## src/p3prc_pkg.sv

```systemverilog
`timescale 1ns / 1ps
package p3prc_pkg;

    localparam int VAL_BITS = 19;
    localparam int SAMPLE_BITS_DEF = 16;
    localparam int SHIFT_BITS = 4;
    localparam int CFG_IDX_BITS = 1;
    localparam int CFG_DATA_BITS = 4;
    localparam int WARM_BITS = 2;

    localparam logic signed [VAL_BITS-1:0] VAL_MAX = VAL_BITS'((1 << (VAL_BITS - 1)) - 1);
    localparam logic signed [VAL_BITS-1:0] VAL_MIN = VAL_BITS'(-(1 << (VAL_BITS - 1)));

    localparam logic [WARM_BITS-1:0] WARM_NONE = 2'd0;
    localparam logic [WARM_BITS-1:0] WARM_ONE  = 2'd1;
    localparam logic [WARM_BITS-1:0] WARM_TWO  = 2'd2;
    localparam logic [WARM_BITS-1:0] WARM_FULL = 2'd3;

    typedef enum logic {
        DIR_ENCODE = 1'b0,
        DIR_DECODE = 1'b1
    } t_dir;

    typedef enum logic [CFG_IDX_BITS-1:0] {
        CFG_DIRECTION    = 1'b0,
        CFG_BITS_TO_DROP = 1'b1
    } t_cfg_idx;

endpackage

```

## src/p3prc_in_if.sv

```systemverilog
`timescale 1ns / 1ps
interface p3prc_in_if;
    logic valid;
    logic ready;
    logic signed [p3prc_pkg::VAL_BITS-1:0] value_in;

    modport source (output valid, output value_in, input ready);
    modport sink (input valid, input value_in, output ready);
endinterface

```

## src/p3prc_out_if.sv

```systemverilog
`timescale 1ns / 1ps
interface p3prc_out_if;
    logic valid;
    logic ready;
    logic signed [p3prc_pkg::VAL_BITS-1:0] value_out;

    modport source (output valid, output value_out, input ready);
    modport sink (input valid, input value_out, output ready);
endinterface

```

## src/p3prc_history.sv

```systemverilog
`timescale 1ns / 1ps
module p3prc_history #(
    parameter int SAMPLE_BITS = p3prc_pkg::SAMPLE_BITS_DEF,
    parameter int PRED_BITS = SAMPLE_BITS + 4
) (
    input  logic                          i_clk,
    input  logic                          i_rst_n,
    input  logic                          i_push,
    input  logic signed [SAMPLE_BITS-1:0] i_sample,
    output logic signed [PRED_BITS-1:0]   o_pred
);

    logic signed [SAMPLE_BITS-1:0] r_hist_one;
    logic signed [SAMPLE_BITS-1:0] r_hist_two;
    logic signed [SAMPLE_BITS-1:0] r_hist_three;
    logic [p3prc_pkg::WARM_BITS-1:0] r_warm;
    logic [p3prc_pkg::WARM_BITS-1:0] n_warm;

    logic signed [PRED_BITS-1:0] h1;
    logic signed [PRED_BITS-1:0] h2;
    logic signed [PRED_BITS-1:0] h3;

    assign h1 = PRED_BITS'(r_hist_one);
    assign h2 = PRED_BITS'(r_hist_two);
    assign h3 = PRED_BITS'(r_hist_three);

    always_comb begin
        case (r_warm)
            p3prc_pkg::WARM_NONE: o_pred = '0;
            p3prc_pkg::WARM_ONE:  o_pred = h1;
            p3prc_pkg::WARM_TWO:  o_pred = (h1 <<< 1) - h2;
            default:              o_pred = (h1 <<< 1) + h1 - (h2 <<< 1) - h2 + h3;
        endcase
    end

    assign n_warm = (r_warm == p3prc_pkg::WARM_FULL) ? r_warm : r_warm + 2'd1;

    always_ff @(posedge i_clk) begin
        if (!i_rst_n) begin
            r_hist_one   <= '0;
            r_hist_two   <= '0;
            r_hist_three <= '0;
            r_warm       <= p3prc_pkg::WARM_NONE;
        end else if (i_push) begin
            r_hist_one   <= i_sample;
            r_hist_two   <= r_hist_one;
            r_hist_three <= r_hist_two;
            r_warm       <= n_warm;
        end
    end

endmodule

```

## src/p3prc_datapath.sv

```systemverilog
`timescale 1ns / 1ps
module p3prc_datapath #(
    parameter int SAMPLE_BITS = p3prc_pkg::SAMPLE_BITS_DEF,
    parameter int PRED_BITS = SAMPLE_BITS + 4
) (
    input  p3prc_pkg::t_dir                              i_dir,
    input  logic [p3prc_pkg::SHIFT_BITS-1:0]             i_shift,
    input  logic signed [p3prc_pkg::VAL_BITS-1:0]        i_value,
    input  logic signed [PRED_BITS-1:0]                  i_pred,
    output logic signed [SAMPLE_BITS-1:0]                o_sample,
    output logic signed [p3prc_pkg::VAL_BITS-1:0]        o_result
);

    localparam int VB = p3prc_pkg::VAL_BITS;
    localparam int SB = p3prc_pkg::SHIFT_BITS;
    localparam int W = ((SAMPLE_BITS > VB) ? SAMPLE_BITS : VB) + 4;
    localparam int SW = SAMPLE_BITS + (1 << SB);
    localparam int BW = 1 << SB;

    localparam logic signed [W-1:0] SMP_MAX = W'((1 << (SAMPLE_BITS - 1)) - 1);
    localparam logic signed [W-1:0] SMP_MIN = W'(-(1 << (SAMPLE_BITS - 1)));
    localparam logic signed [W-1:0] VMAX_W = W'(p3prc_pkg::VAL_MAX);
    localparam logic signed [W-1:0] VMIN_W = W'(p3prc_pkg::VAL_MIN);
    localparam logic signed [SW-1:0] VMAX_S = SW'(p3prc_pkg::VAL_MAX);
    localparam logic signed [SW-1:0] VMIN_S = SW'(p3prc_pkg::VAL_MIN);

    logic signed [W-1:0]           v_w;
    logic signed [W-1:0]           v_cl;
    logic [BW-1:0]                 bias;
    logic signed [SW-1:0]          div_sum;
    logic signed [SW-1:0]          div_q;
    logic signed [SAMPLE_BITS-1:0] q_enc;
    logic signed [W-1:0]           res_w;
    logic signed [VB-1:0]          res_enc;
    logic signed [W-1:0]           sum_dec;
    logic signed [SAMPLE_BITS-1:0] q_dec;
    logic signed [SW-1:0]          up_w;
    logic signed [VB-1:0]          res_dec;

    assign v_w = W'(i_value);

    // encode: clamp then divide by 2^k toward zero
    always_comb begin
        if (v_w > SMP_MAX) begin
            v_cl = SMP_MAX;
        end else if (v_w < SMP_MIN) begin
            v_cl = SMP_MIN;
        end else begin
            v_cl = v_w;
        end
    end

    assign bias    = (BW'(1) << i_shift) - BW'(1);
    assign div_sum = SW'($signed(v_cl[SAMPLE_BITS-1:0]))
                   + (v_cl[W-1] ? $signed({{(SW-BW){1'b0}}, bias}) : SW'(0));
    assign div_q   = div_sum >>> i_shift;
    assign q_enc   = div_q[SAMPLE_BITS-1:0];
    assign res_w   = W'(q_enc) - W'(i_pred);

    always_comb begin
        if (res_w > VMAX_W) begin
            res_enc = p3prc_pkg::VAL_MAX;
        end else if (res_w < VMIN_W) begin
            res_enc = p3prc_pkg::VAL_MIN;
        end else begin
            res_enc = res_w[VB-1:0];
        end
    end

    // decode: rebuild, saturate, scale back up
    assign sum_dec = W'(i_pred) + v_w;

    always_comb begin
        if (sum_dec > SMP_MAX) begin
            q_dec = SMP_MAX[SAMPLE_BITS-1:0];
        end else if (sum_dec < SMP_MIN) begin
            q_dec = SMP_MIN[SAMPLE_BITS-1:0];
        end else begin
            q_dec = sum_dec[SAMPLE_BITS-1:0];
        end
    end

    assign up_w = SW'(q_dec) <<< i_shift;

    always_comb begin
        if (up_w > VMAX_S) begin
            res_dec = p3prc_pkg::VAL_MAX;
        end else if (up_w < VMIN_S) begin
            res_dec = p3prc_pkg::VAL_MIN;
        end else begin
            res_dec = up_w[VB-1:0];
        end
    end

    always_comb begin
        case (i_dir)
            p3prc_pkg::DIR_ENCODE: begin
                o_sample = q_enc;
                o_result = res_enc;
            end
            p3prc_pkg::DIR_DECODE: begin
                o_sample = q_dec;
                o_result = res_dec;
            end
            default: begin
                o_sample = q_enc;
                o_result = res_enc;
            end
        endcase
    end

endmodule

```

## src/poly3_predictive_residual_codec.sv

```systemverilog
`timescale 1ns / 1ps
// Third-order fixed polynomial predictor for audio samples, one beat in and one beat out per
// item. With direction at encode a 19-bit input is clamped to SAMPLE_BITS, divided by
// 2^bits_to_drop toward zero and returned as a saturated residual against the prediction;
// with direction at decode the input is taken as a residual and the saturated rebuilt sample
// comes back shifted up by bits_to_drop. The predictor order climbs 0, 1, 2, 3 over the first
// samples after reset, and the history is one stream for every beat whatever its channel.
// Items go through an input register and a result register with all the arithmetic
// combinational between them, so one item is taken every cycle while the receiver takes
// results; a stalled result holds, and the input side stalls once the input register is
// full as well. Write the registers only while the block is empty; a change applies from
// the next item and leaves the history as it is.
module poly3_predictive_residual_codec #(
    parameter int SAMPLE_BITS = p3prc_pkg::SAMPLE_BITS_DEF
) (
    input  logic                                  i_clk,
    input  logic                                  i_rst_n,
    p3prc_in_if.sink                              i_in,
    p3prc_out_if.source                           o_out,
    input  logic                                  i_cfg_we,
    input  logic [p3prc_pkg::CFG_IDX_BITS-1:0]    i_cfg_idx,
    input  logic [p3prc_pkg::CFG_DATA_BITS-1:0]   i_cfg_data
);

    localparam int VB = p3prc_pkg::VAL_BITS;
    localparam int W = ((SAMPLE_BITS > VB) ? SAMPLE_BITS : VB) + 4;

    p3prc_pkg::t_dir                     r_dir;
    logic [p3prc_pkg::SHIFT_BITS-1:0]    r_shift;

    logic                                r_in_valid;
    logic signed [VB-1:0]                r_in_value;
    logic                                r_out_valid;
    logic signed [VB-1:0]                r_out_value;

    logic                                advance;
    logic                                push;
    logic signed [W-1:0]                 pred;
    logic signed [SAMPLE_BITS-1:0]       sample;
    logic signed [VB-1:0]                result;

    assign advance     = !r_out_valid || o_out.ready;
    assign push        = advance && r_in_valid;
    assign i_in.ready  = !r_in_valid || advance;
    assign o_out.valid = r_out_valid;
    assign o_out.value_out = r_out_value;

    always_ff @(posedge i_clk) begin
        if (!i_rst_n) begin
            r_dir   <= p3prc_pkg::DIR_ENCODE;
            r_shift <= '0;
        end else if (i_cfg_we) begin
            case (p3prc_pkg::t_cfg_idx'(i_cfg_idx))
                p3prc_pkg::CFG_DIRECTION:    r_dir   <= p3prc_pkg::t_dir'(i_cfg_data[0]);
                p3prc_pkg::CFG_BITS_TO_DROP: r_shift <= i_cfg_data[p3prc_pkg::SHIFT_BITS-1:0];
                default: ;
            endcase
        end
    end

    always_ff @(posedge i_clk) begin
        if (!i_rst_n) begin
            r_in_valid  <= 1'b0;
            r_out_valid <= 1'b0;
        end else begin
            if (i_in.ready) begin
                r_in_valid <= i_in.valid;
            end
            if (advance) begin
                r_out_valid <= r_in_valid;
            end
        end
    end

    always_ff @(posedge i_clk) begin
        if (i_in.valid && i_in.ready) begin
            r_in_value <= i_in.value_in;
        end
        if (push) begin
            r_out_value <= result;
        end
    end

    p3prc_history #(
        .SAMPLE_BITS (SAMPLE_BITS),
        .PRED_BITS   (W)
    ) u_history (
        .i_clk    (i_clk),
        .i_rst_n  (i_rst_n),
        .i_push   (push),
        .i_sample (sample),
        .o_pred   (pred)
    );

    p3prc_datapath #(
        .SAMPLE_BITS (SAMPLE_BITS),
        .PRED_BITS   (W)
    ) u_datapath (
        .i_dir    (r_dir),
        .i_shift  (r_shift),
        .i_value  (r_in_value),
        .i_pred   (pred),
        .o_sample (sample),
        .o_result (result)
    );

endmodule

```

## src/flat_wrapper.sv

```systemverilog
// flat-port wrapper written by rule: the top's interface ports become plain ports
module poly3_predictive_residual_codec_flat 
#(
    parameter int SAMPLE_BITS = p3prc_pkg::SAMPLE_BITS_DEF
)
  (i_clk, i_rst_n, i_cfg_we, i_cfg_idx, i_cfg_data, i_in_valid, i_in_value_in, i_in_ready, o_out_valid, o_out_value_out, o_out_ready);
  p3prc_in_if i_in_i ();
  p3prc_out_if o_out_i ();
  input  logic i_clk;
  input  logic i_rst_n;
  input  logic i_cfg_we;
  input  logic [p3prc_pkg::CFG_IDX_BITS-1:0] i_cfg_idx;
  input  logic [p3prc_pkg::CFG_DATA_BITS-1:0] i_cfg_data;
  input wire logic [$bits(i_in_i.valid)-1:0] i_in_valid;
  input wire logic [$bits(i_in_i.value_in)-1:0] i_in_value_in;
  output wire logic [$bits(i_in_i.ready)-1:0] i_in_ready;
  output wire logic [$bits(o_out_i.valid)-1:0] o_out_valid;
  output wire logic [$bits(o_out_i.value_out)-1:0] o_out_value_out;
  input wire logic [$bits(o_out_i.ready)-1:0] o_out_ready;
  assign i_in_i.valid = i_in_valid;
  assign i_in_i.value_in = i_in_value_in;
  assign i_in_ready = i_in_i.ready;
  assign o_out_valid = o_out_i.valid;
  assign o_out_value_out = o_out_i.value_out;
  assign o_out_i.ready = o_out_ready;
  poly3_predictive_residual_codec #(.SAMPLE_BITS(SAMPLE_BITS)) u_core (.i_clk(i_clk), .i_rst_n(i_rst_n), .i_in(i_in_i), .o_out(o_out_i), .i_cfg_we(i_cfg_we), .i_cfg_idx(i_cfg_idx), .i_cfg_data(i_cfg_data));
endmodule
```

## config.mk

```make
export PLATFORM = sky130hd
export DESIGN_NAME = poly3_predictive_residual_codec_flat
export DESIGN_NICKNAME = d
export VERILOG_FILES = /design/src/p3prc_pkg.sv /design/src/p3prc_in_if.sv /design/src/p3prc_out_if.sv /design/src/p3prc_history.sv /design/src/p3prc_datapath.sv /design/src/poly3_predictive_residual_codec.sv /design/src/flat_wrapper.sv
export SDC_FILE = /design/constraint.sdc
export NUM_CORES = 1
export LEC_CHECK = 0
export BUFFER_PORTS_ARGS = -buffer_cell sky130_fd_sc_hd__buf_4
export CORE_ASPECT_RATIO = 0.75
export CORE_UTILIZATION = 58
export CTS_CLUSTER_DIAMETER = 50
export DETAILED_ROUTE_END_ITERATION = 8
export PLACE_DENSITY_LB_ADDON = 0.2
export SLEW_MARGIN = 25
export SYNTH_ARGS = -nofsm -noshare
export SYNTH_HDL_FRONTEND = slang
export SYNTH_SLANG_ARGS = --single-unit
```

## constraint.sdc

```tcl
create_clock -name i_clk -period 12.1 [get_ports i_clk]
set_input_delay 1.21 -clock i_clk [delete_from_list [all_inputs] [get_ports i_clk]]
set_output_delay 1.21 -clock i_clk [all_outputs]
set_load 0.01 [all_outputs]
```

==> summary.md <==
| Metric | Value |
|---|---|
| Crit path top cell by count | `a21oi_1` |
| Clock transition at the registers of the reported paths | `0.08 ns` |
| Setup Crit Path Kind | `reg -> reg` |
| GR Util All Layers | `36.6%` |
| Flop2flop setup slack | `2.01 ns` |
| Pin count of the biggest net entering global routing | `69` |
| CP Capture Type | `flip-flop` |
| Via count | `12500` |
| CTS tree | `yes` |
| Antenna viol nets, final | `0` |
| VDD IR max | `0.0843 mV` |
| Lkg Pwr | `5.80 nW` |
| Synth-to-Final Area Change | `6.50%` |
| # resized after CTS | `0` |
| Syn avg cell area | `7.59 um^2` |
| Hold_buf cts | `0` |
| Core area | `21400 um^2` |
| DR DRC count | `0` |
| Fmax | `0.0991 GHz` |
| Startpoint Class | `flip-flop` |
| Post-Syn Nets | `1869` |
| Postcts setup bufs | `0` |
| Worst min path class | `reg -> reg` |
| Post-layout min period | `10.09 ns` |
| Total Wirelength | `41000 um` |
| Die area | `22600 um^2` |
| CTS sink cnt | `95` |
| Outcome | `completed` |
| Most frequent cells in the layout | `188 x nand2_1, 183 x a21oi_1, 164 x inv_1` |
| Post-Route Setup TNS | `0 ns` |
| # fillers | `1951` |
| Worst Skew | `0.0124 ns` |
| Relative slew slack | `34.0%` |
| Die Y | `130 um` |
| FFs w/ async S/R, synth | `0%` |
| Post-synth EDFFs | `38` |
| Row cnt | `46` |
| Final Wtd Congestion | `1.02` |
| Setup ws final | `2.01 ns` |
| Global-route wire length before repair | `64100 um` |
| Final setup vio count | `0` |
| Placed cell count | `1958` |
| # H-tree levels | `3` |
| Die X | `173 um` |
| WL per Instance | `20.8 um` |
| Final core utilization | `63.7%` |
| Vias in the first global route | `11300` |
| Worst path slowest cell | `a32oi_4` |
| Cells after Synth | `1683` |
| Clk buf depth | `2` |
| Seq cells post-synth | `95` |
| CTS Root Cell | `clkbuf_16` |
| IO Count | `50` |
| Share of cells above drive strength 1 | `8.90%` |
| Worst EP arrival | `10.19 ns` |
| Detailed Routing Iterations Pass 1 | `5` |
| Post-synthesis sequential area ratio | `17.9%` |
| Grt total ovfl | `0` |
| CTS Buf Count | `9` |
| Crit path largest cell delay | `0.65 ns` |
| Fin nets | `1867` |
| Diode count | `0` |
| Input/output buffers | `49` |
| Post-synth cell types | `84` |
| Clk Latency, worst-skew pair | `0.38 ns` |
| Worst-Margin Slew | `0.986 ns` |
| Fin. Hold Viols | `0` |
| Post-DP HPWL | `32600 um` |
| Commonest non-fill, non-tap cell in the layout | `nand2_1` |
| MaxCap Viol Count | `0` |
| Synth Flop Type | `dfxtp_1` |
| Mapped cell area | `12800 um^2` |
| Pwr per Cell Area | `154 nW/um^2` |
| Non-filler cells, final | `1974` |
| Slew Limit Fails | `0` |
| Crit share post-route | `83.4%` |
| Starting Density | `59.8%` |
| Antenna violations before repair | `0` |
| Yosys warning total | `0` |
| Worst-path fanout max | `23` |
| Pre-CTS setup slack | `2.26 ns` |
| CP Data Required Time | `12.20 ns` |
| RSZ-0062 raised after global routing | `no` |
| Via-to-Cell Ratio | `6.35` |
| DRT iter0 DRCs | `1490` |
[final cells by class]
cell class	instances	area (um^2)	area share (%)
multi-input combinational	1339	9510	70.0
sequential	95	2280	16.8
inverter	168	631	4.64
timing repair buffer	68	510	3.75
tap	288	360	2.65
clock buffer	10	250	1.84
clock inverter	6	47.5	0.350
[through the flow]
stage               power (mW)  area (um^2)  hold slack [ns]
floorplan                 1.41        12800            0.436
global placement          1.73        13300            0.442
detailed placement        1.75        13300            0.449
CTS                       2.06        13600            0.460
global route              2.24        13600            0.502
finish                    2.10        13600            0.460
[worst max-delay path: cells and delay by family (launching register included)]
kind,cells,cell delay [ns]
compound gates,19,5.36
fa+ha+maj,5,2.45
simple gates,6,1.00
flops,1,0.45
buf+inv,4,0.30
xor+xnor,1,0.22
[sequential cells by signal (all words and copies together), names as in the netlist]
name                           flops
u_core.o_out.valid                 1
u_core.r_in_valid                  1
u_core.u_history.r_hist_two       16
u_core.r_shift                     4
u_core.u_history.r_warm            2
u_core.u_history.r_hist_one       16
u_core.r_dir                       1
u_core.r_in_value                 19
u_core.u_history.r_hist_three     16
u_core.o_out.value_out            19
[worst paths after layout]
check / start / endpoint / cells after the start
max: u_core.u_history.r_hist_one[1] / u_core.o_out.value_out[14] / 35
min: u_core.u_history.r_hist_three[7] / u_core.u_history.r_hist_three[7] / 2
max reg2reg: u_core.u_history.r_hist_one[1] / u_core.o_out.value_out[14] / 35
min reg2reg: u_core.u_history.r_hist_three[7] / u_core.u_history.r_hist_three[7] / 2
[cells by family after synthesis]
logic type               Yosys count  synth area share, %
buffers and inverters            249                 7.60
AND/OR/NAND/NOR                  493                 17.6
flip-flops                        95                 17.9
other                              2               0.0588
adder cells (fa/ha/maj)          157                 18.3
multiplexers                      49                 4.22
AO/OA/AOI/OAI                    570                 29.6
XOR/XNOR                          68                 4.67
[metal layers]
metal	vias to the layer above	GRT usage [%]	wire, um
li1	5978	-	-
met4	0	8.54	760
met5	-	0	0
met2	646	53.5	16700
met3	60	8.85	4380
met1	5858	54.0	19200
[report_power, final]
part	switching, mW	internal [mW]	leakage, nW
clock network	0.148	0.154	0.143
logic	0.862	0.531	4.84
registers	0.0255	0.376	0.817
total	1.04	1.06	5.80
[synth_stat cells (all sizes together) (9+ instances only)]
| cell | instances | area share [%] |
|---|---|---|
| nand2 | 188 | 5.5 |
| a21boi | 11 | 0.65 |
| and2 | 15 | 0.74 |
| a211o | 9 | 0.62 |
| edfxtp | 38 | 8.9 |
| or3 | 12 | 0.59 |
| mux2 | 9 | 0.79 |
| a21oi | 196 | 8.1 |
| inv | 165 | 4.9 |
| ha | 107 | 10 |
| a21o | 52 | 3.1 |
| xnor2 | 42 | 2.9 |
| o211ai | 22 | 1.3 |
| buf | 24 | 0.98 |
| nand2b | 11 | 0.54 |
| xor2 | 26 | 1.8 |
| dfxtp | 57 | 8.9 |
| a211oi | 20 | 1.2 |
| nand4 | 12 | 0.59 |
| mux2i | 37 | 2.9 |
| o22ai | 13 | 0.64 |
| o21a | 24 | 1.4 |
| a31oi | 13 | 0.64 |
| nor3 | 21 | 0.82 |
| nor2b | 19 | 0.99 |
| clkbuf | 57 | 1.7 |
| and3 | 11 | 0.54 |
| a31o | 9 | 0.62 |
| or2 | 12 | 0.59 |
| nor2 | 140 | 4.1 |
| fa | 50 | 7.8 |
| o21ai | 103 | 4.1 |
| nand3 | 30 | 1.2 |
| a22oi | 14 | 0.82 |
No activity file was read; power rests on OpenSTA's default activity.
